**config.mk**
```make
export PLATFORM = sky130hd
export DESIGN_NAME = vpcm_ctrl
export DESIGN_NICKNAME = d
export VERILOG_FILES = /design/src/rtl/vpcm_pkg.sv /design/src/rtl/vpcm_ctrl.sv
export SDC_FILE = /design/constraint.sdc
export NUM_CORES = 1
export LEC_CHECK = 0
export ABC_AREA = 1
export BUFFER_PORTS_ARGS = -buffer_cell sky130_fd_sc_hd__buf_2
export CORE_MARGIN = 5
export CORE_UTILIZATION = 30
export CTS_BUF_LIST = sky130_fd_sc_hd__clkbuf_2 sky130_fd_sc_hd__clkbuf_4 sky130_fd_sc_hd__clkbuf_8
export DETAILED_ROUTE_END_ITERATION = 6
export GPL_ROUTABILITY_DRIVEN = 0
export GPL_TIMING_DRIVEN = 0
export PLACE_DENSITY = 0.51
export SYNTH_ARGS = -nofsm -noshare
export SYNTH_HDL_FRONTEND = slang
export SYNTH_SLANG_ARGS = --single-unit
export TNS_END_PERCENT = 100
```
**constraint.sdc**
```tcl
create_clock -name clk -period 3.4 [get_ports clk]
set_input_delay 0 -clock clk [delete_from_list [all_inputs] [get_ports clk]]
set_output_delay 0 -clock clk [all_outputs]
set_load 0.005 [all_outputs]
```
**src/rtl/vpcm_pkg.sv**
```systemverilog
// Package for the vector program counter memory.
// Holds the command codes, stream widths and the control line item type.
// No dependencies.
package vpcm_pkg;

    typedef enum logic [1:0] {
        CMD_SIGNAL = 2'd0,
        CMD_RAM_WR = 2'd1,
        CMD_ROM_WR = 2'd2,
        CMD_NOP    = 2'd3
    } cmd_t;

    localparam int PC_W        = 12;
    localparam int BYTE_W      = 8;
    localparam int MADDR_W     = 12;
    localparam int IN_TDATA_W  = 40;
    localparam int OUT_TDATA_W = 24;

    typedef struct packed {
        logic              counter_clock;
        logic              counter_load_n;
        logic              stack_write_n;
        logic              stack_read_n;
        logic              sp_clock;
        logic              sp_up_n;
        logic [PC_W-1:0]   load_address;
    } lines_t;

    typedef struct packed {
        logic cclk;
        logic load_n;
        logic swr_n;
        logic spclk;
    } prev_t;

endpackage

```
**src/rtl/vpcm_ctrl.sv**
```systemverilog
// Program counter, stack pointer and return stack with edge detection.
// Computes the counter and pointer after a signal item; depends on vpcm_pkg.
module vpcm_ctrl
    import vpcm_pkg::*;
#(
    parameter int STACK_DEPTH = 4
) (
    input  logic            clk,
    input  logic            rst_n,
    input  logic            step,
    input  lines_t          lines,
    output logic [PC_W-1:0] pc_next,
    output logic [1:0]      sp_next
);

    localparam int SPW = $clog2(STACK_DEPTH);
    localparam logic [SPW-1:0] SP_LAST = SPW'(STACK_DEPTH - 1);

    logic [PC_W-1:0] pc_reg;
    logic [SPW-1:0]  sp_reg;
    prev_t           prev_reg;
    logic [PC_W-1:0] stack_reg [STACK_DEPTH];

    prev_t           now;
    logic            fall_swr;
    logic            rise_sp;
    logic            rise_cclk;
    logic            rise_load;
    logic [SPW-1:0]  sp_step;
    logic [SPW-1:0]  sp_new;
    logic [PC_W-1:0] top;
    logic [PC_W-1:0] pc_inc;
    logic [PC_W-1:0] pc_new;
    logic [SPW+1:0]  sp_wide;

    always_comb
    begin
        now.cclk   = lines.counter_clock;
        now.load_n = lines.counter_load_n;
        now.swr_n  = lines.stack_write_n;
        now.spclk  = lines.sp_clock;

        fall_swr  = prev_reg.swr_n & ~now.swr_n;
        rise_sp   = ~prev_reg.spclk & now.spclk;
        rise_cclk = ~prev_reg.cclk & now.cclk;
        rise_load = ~prev_reg.load_n & now.load_n;

        if (lines.sp_up_n)
        begin
            sp_step = (sp_reg == '0) ? SP_LAST : sp_reg - 1'b1;
        end
        else
        begin
            sp_step = (sp_reg == SP_LAST) ? '0 : sp_reg + 1'b1;
        end
        sp_new = rise_sp ? sp_step : sp_reg;

        // forward the entry written by this item
        if (fall_swr && (sp_new == sp_reg))
        begin
            top = pc_reg;
        end
        else
        begin
            top = stack_reg[sp_new];
        end

        pc_inc = (rise_cclk && now.load_n) ? pc_reg + 1'b1 : pc_reg;
        if (!now.load_n || rise_load)
        begin
            pc_new = lines.stack_read_n ? lines.load_address : top;
        end
        else
        begin
            pc_new = pc_inc;
        end

        pc_next = step ? pc_new : pc_reg;
        sp_wide = {2'b00, (step ? sp_new : sp_reg)};
        sp_next = sp_wide[1:0];
    end

    always_ff @(posedge clk or negedge rst_n)
    begin
        if (!rst_n)
        begin
            pc_reg   <= '0;
            sp_reg   <= '0;
            prev_reg <= '0;
            for (int i = 0; i < STACK_DEPTH; i++)
            begin
                stack_reg[i] <= '0;
            end
        end
        else if (step)
        begin
            if (fall_swr)
            begin
                stack_reg[sp_reg] <= pc_reg;
            end
            pc_reg   <= pc_new;
            sp_reg   <= sp_new;
            prev_reg <= now;
        end
    end

endmodule
```
**Word level (Yosys, flattened, before mapping)**

Index checks and enable logic that the tools add are counted.

- Register bits: 66
- Input bits: 21
- Word-level logic and storage cells: 51

- Add/sub/neg operators: 3
- Magnitude comparators: 3
- Equality and inequality tests: 2
- Multiplexer cells: 16
- Bitwise operators: 10
- Reduce and logical (&&, ||, !) cells: 7

Operator list:

| cell | number |
|---|---|
| 12-bit 2-to-1 mux | 8 |
| 48-bit bitwise mux | 1 |
| 12-bit binary-select mux with 2-bit select | 1 |
| 12-bit demux with 2-bit select | 1 |
| 12-bit by 1-bit adder with 12-bit output (second input constant) | 1 |
| 2-bit 2-to-1 mux | 5 |
| 3-bit greater-or-equal comparator (second input constant) | 2 |
| 2-bit inverter with 3-bit output | 2 |
| 1-bit AND | 4 |
| 1-bit inverter | 4 |
| 1-bit logical AND | 3 |
| 3-bit by 1-bit < comparator with 1-bit output (second input constant) | 1 |
| 2-bit by 1-bit adder with 2-bit output (second input constant) | 1 |
| 2-bit == test | 1 |
| 2-bit == test (second input constant) | 1 |
| 2-bit zero test | 1 |
| 2-bit AND reduction | 1 |
| 2-bit by 1-bit subtractor with 2-bit output (second input constant) | 1 |
| 1-bit zero test | 1 |
| 1-bit logical OR | 1 |

**Logic depth before layout (Yosys ltp)**

- Word-level depth: 12
- Gate-level depth with buffers: 15
- Gate-level depth less buffers: 14

**Worst setup path before layout**

Ideal clock, no wire load.

- Kind: register to register
- Start point: register sp_reg[0]
- End point: register pc_reg[2]
- Data arrival time: 1.776 ns
- Slack: 1.494 ns
- Stages on the path, launching flop included: 15
- Cells stage by stage: dfrtp_1 > inv_2 > ha_1 > inv_1 > nand2_1 > nand2_2 > o21ai_4 > inv_2 > buf_6 > o211ai_2 > nand3_1 > nand2_1 > nand3_1 > nand2_1 > nand2_1

- Longest elaborated chain between the ends: 12
- Elaborated cells on any way between the ends: 18

Ends and longest elaborated chain:

| what | line | text |
|---|---|---|
| from (decl) | vpcm_ctrl.sv:20 | `logic [SPW-1:0] sp_reg;` |
| from (signal assigned) | vpcm_ctrl.sv:102 | `sp_reg <= sp_new;` |
| 2-bit by 1-bit adder with 2-bit output, or another cell as far along | vpcm_ctrl.sv:54 | `sp_step = (sp_reg == SP_LAST) ? '0 : sp_reg + 1'b1;` |
| 2-bit 2-to-1 mux (on tied branches) | vpcm_ctrl.sv:54, vpcm_ctrl.sv:50 |  |
| 2-bit 2-to-1 mux | vpcm_ctrl.sv:48 | `if (lines.sp_up_n)` |
| 2-bit 2-to-1 mux | vpcm_ctrl.sv:56 | `sp_new = rise_sp ? sp_step : sp_reg;` |
| 2-bit inverter with 3-bit output (implied by the code) | vpcm_ctrl.sv:65 | `top = stack_reg[sp_new];` |
| 12-bit binary-select mux with 2-bit select | vpcm_ctrl.sv:65 |  |
| 12-bit 2-to-1 mux (implied by the code) (2 in series) | vpcm_ctrl.sv:65 |  |
| 12-bit 2-to-1 mux (*) | vpcm_ctrl.sv:59 | `if (fall_swr && (sp_new == sp_reg))` |
| 12-bit 2-to-1 mux (*) | vpcm_ctrl.sv:71 | `pc_new = lines.stack_read_n ? lines.load_address : top;` |
| 12-bit 2-to-1 mux (*) | vpcm_ctrl.sv:69 | `if (!now.load_n \|\| rise_load)` |
| 12-bit 2-to-1 mux (*) | - |  |
| via pc_next[2] | vpcm_ctrl.sv:12 | `output logic [PC_W-1:0] pc_next,` |
| to (signal assigned) | vpcm_ctrl.sv:101 | `pc_reg <= pc_new;` |
| to (decl) | vpcm_ctrl.sv:19 | `logic [PC_W-1:0] pc_reg;` |

Mark *: on every way through the listed nets, which the timed path passes. The rest lies on a longest branch. The select of a mux whose other input is x is not followed.
A chain may end at the register's enable or synchronous reset.

**Final worst setup path**

- Start point: register sp_reg[0]
- End point: output pc_next[8]

- Longest elaborated chain between the ends: 12
- Elaborated cells on any way between the ends: 18

Ends and longest elaborated chain:

| what | line |
|---|---|
| 2-bit by 1-bit adder with 2-bit output, or another cell as far along | vpcm_ctrl.sv:54 |
| 2-bit 2-to-1 mux (on tied branches) | vpcm_ctrl.sv:54, vpcm_ctrl.sv:50 |
| 2-bit 2-to-1 mux | vpcm_ctrl.sv:48 |
| 2-bit 2-to-1 mux | vpcm_ctrl.sv:56 |
| 2-bit inverter with 3-bit output (implied by the code) | vpcm_ctrl.sv:65 |
| 12-bit binary-select mux with 2-bit select | vpcm_ctrl.sv:65 |
| 12-bit 2-to-1 mux (implied by the code) (2 in series) | vpcm_ctrl.sv:65 |
| 12-bit 2-to-1 mux (*) | vpcm_ctrl.sv:59 |
| 12-bit 2-to-1 mux (*) | vpcm_ctrl.sv:71 |
| 12-bit 2-to-1 mux (*) | vpcm_ctrl.sv:69 |
| 12-bit 2-to-1 mux (*) | - |
| to (decl) | vpcm_ctrl.sv:12 |

Mark *: on every way between the ends. The rest lies on a longest branch, timed or not. The select of a mux whose other input is x is not followed.

==> summary.txt <==
Timing
  • Setup TNS: 0 ns
  • Worst Tran Pin Value: 0.856 ns
  • Final Setup Violations: 0
  • Tmin final: 2.64 ns
  • Final Cycle Share: 0.775
  • Final Hold Vio Count: 0
  • Min Hold Slack: 0.0148 ns
  • Maximum clock rate: 379 MHz
  • RSZ-0062 raised after global routing: no
  • Clock skew: 0.00796 ns
  • Slew Viols, Final: 0
  • Worst slew margin: 0.429

Cells and area
  • ANT cells: 0
  • Final Non-Filler Cells: 742
  • Filler cell count: 1338
  • Synth-to-layout area growth: 17.9%
  • Nets@finish: 592
  • Layout cell share with drive strength beyond 1: 0.160
  • Design Area, Final: 4520 µm²
  • Max reg flops: 48

Yosys
  • Most used DFF post-synth: dfrtp_1
  • Syn Nets: 537
  • Synth cell types: 29
  • Syn Inst Count: 511
  • Syn. warnings: 0
  • Post-synth EDFFs: 0
  • Synth area leaders: dfrtp_1, nand2_1, o21ai_0
  • Post-Syn Area per Cell: 7.50 µm²
  • Most numerous cell in the Yosys netlist: nand2_1
  • Mapped Area: 3830 µm²
  • Leading area contributor after synthesis: dfrtp_1
  • Register area share after synthesis: 0.431
  • Post-synth ARST share: 1.00
  • Seq cells post-synth: 66
  • Post-synth top cells: nand2_1, dfrtp_1, o21ai_0, inv_1, nand3_1
  • Top-area cell type share of the netlist area: 0.431

Job
  • Max Cap Viol: 0

Critical path
  • Worst Path Required: 3.40 ns
  • Largest stage delay, worst path: 0.51 ns
  • Crit path DAT: 2.64 ns
  • Setup crit end kind: output port
  • FF-to-FF Start: sp_reg[0]
  • Setup crit start: sp_reg[0]
  • Largest fanout on the critical path: 10
  • CP Launch Type: flip-flop
  • Critical path cell sequence: inv_2 -> ha_1 -> inv_1 -> nand2_1 -> nand2_2 -> o21ai_4 -> buf_6 -> nand3_2 -> nand3_1 -> nand2_1 -> nand2_1 -> nand2_1 -> a21oi_2 -> buf_2
  • CP max stage cell: dfrtp_1
  • Most frequent CP cell: nand2_1
  • Setup CP Type: reg2out

Global route
  • GRT Overall Usage: 0.147
  • Antenna violations before repair: 0
  • Largest net degree at the start of global routing: 67
  • Vias in the first global route: 3349
  • First-pass GRT wire length: 17200 µm
  • Gr ovfl total: 0

Die
  • Core Box Area: 12600 µm²
  • Die H: 123 µm
  • FP Rows: 41
  • IO Count: 35
  • Die ar.: 15100 µm²
  • Die width: 123 µm
  • Initial Util: 0.305

Clock network
  • Clk root buf: clkbuf_8
  • Sink Count: 66
  • Resized Gates After CTS: 0
  • Clock Latency Late Sink: 0.35 ns
  • TritonCTS clock tree: built
  • H-tree Lvls: 3
  • Total setup buffers inserted after CTS: 0
  • Max Buffers Root-to-Sink: 2
  • Clock-pin slew on the worst setup and hold paths: 0.07 ns
  • CTS buffer count: 9

Min path
  • Hold Path Class: in2reg
  • Hold_sp: lines[4]

Power and ir drop
  • Power density over the cells: 658 nW/µm²
  • P_leak: 2.25 nW
  • Total Power: 0.00297 W
  • Peak supply drop: 0.000221 V

Routing
  • # DRC: 0
  • Via/cell ratio: 4.59
  • Post-route ant nets: 0
  • Via Count: 3405
  • Initial DRC Count: 165
  • WL/cell: 13.8 µm
  • WL final: 10300 µm
  • Pre-antenna DRT Iters: 4

Placement
  • DP Cell Count: 716
  • Dpl cell area: 4210 µm²
  • IO Port Bufs: 33
  • DP Wirelength: 7730 µm

Outcome
  • Outcome: finished clean
critical path: cells and delay by family (launching register included):
family | cells | cell delay (ns)
adders and majority gates | 1 | 0.34
and+or+nand+nor | 7 | 0.54
buffers and inverters | 4 | 0.53
AOI/OAI and AO/OA | 2 | 0.38
DFF | 1 | 0.51
layout make-up:
| type | instances | area [µm²] | share of cell area |
|---|---|---|---|
| Buffer | 24 | 149 | 0.0330 |
| Clock buffer | 12 | 153 | 0.0338 |
| Clock inverter | 3 | 40.0 | 0.00886 |
| Inverter | 54 | 203 | 0.0449 |
| Multi-Input combinational cell | 367 | 1830 | 0.405 |
| Sequential cell | 66 | 1650 | 0.366 |
| Tap cell | 172 | 215 | 0.0476 |
| Timing Repair Buffer | 44 | 278 | 0.0615 |
layer usage:
layer  track usage  vias to the layer above  share of wire
met5             0                        -              0
met4        0.0519                        0          0.012
met3        0.0252                       10          0.032
met2         0.243                       59           0.48
met1         0.194                     1571           0.48
li1              -                     1765              -
kinds of logic (layout without fill, tap and decap cells):
kind of cell | count (synthesis) | count (layout) | share of synthesized area
buffers and inverters | 78 | 137 | 0.0918
and+or+nand+nor | 251 | 251 | 0.284
DFF | 66 | 66 | 0.431
xor gates and xnor gates | 5 | 5 | 0.0114
AOI/OAI and AO/OA | 106 | 106 | 0.165
adders and majority gates | 5 | 5 | 0.0163
metrics by stage:
step	util	worst slack, ns
after floorplan	-	1.49
after global routing	0.359	0.547
after CTS	0.359	0.764
after global placement	0.335	1.19
final	0.359	0.764
after detailed placement	0.335	1.16
what timing repair did:
item	4_1_cts	5_1_grt
hold buffers	11	0
hold endpoints to repair	76	0
setup endpoints to repair	0	0
layout by cell type, fill, tap and decap left out, types with 6 or more instances in the layout:
cell	n
inv_1	48
clkbuf_1	14
dfrtp_1	66
buf_6	7
nor2_1	18
buf_2	34
clkbuf_8	10
nand2_1	171
a21oi_1	23
o21ai_0	63
nand3b_1	6
dlygate4sd3_1	11
o211ai_2	6
nand3_1	36
worst paths after layout:
kind                            endpoint  slack [ns]  cells after the start
setup / recovery              pc_next[8]        0.76                     14
hold / removal                 pc_reg[4]        0.01                      5
max in group asynchronous  stack_reg[26]        2.52                      2
setup reg to reg               pc_reg[2]        1.15                     14
min in group asynchronous    prev_reg[3]        0.29                      2
hold reg to reg              prev_reg[2]        0.48                      2
power breakdown:
group / internal [W] / total, W / switching, W
clock: 0.000369 / 0.000672 / 0.000303
combinational: 0.000408 / 0.00103 / 0.000626
sequential: 0.00108 / 0.00126 / 0.000185
Power figures use the tool's default switching activity.
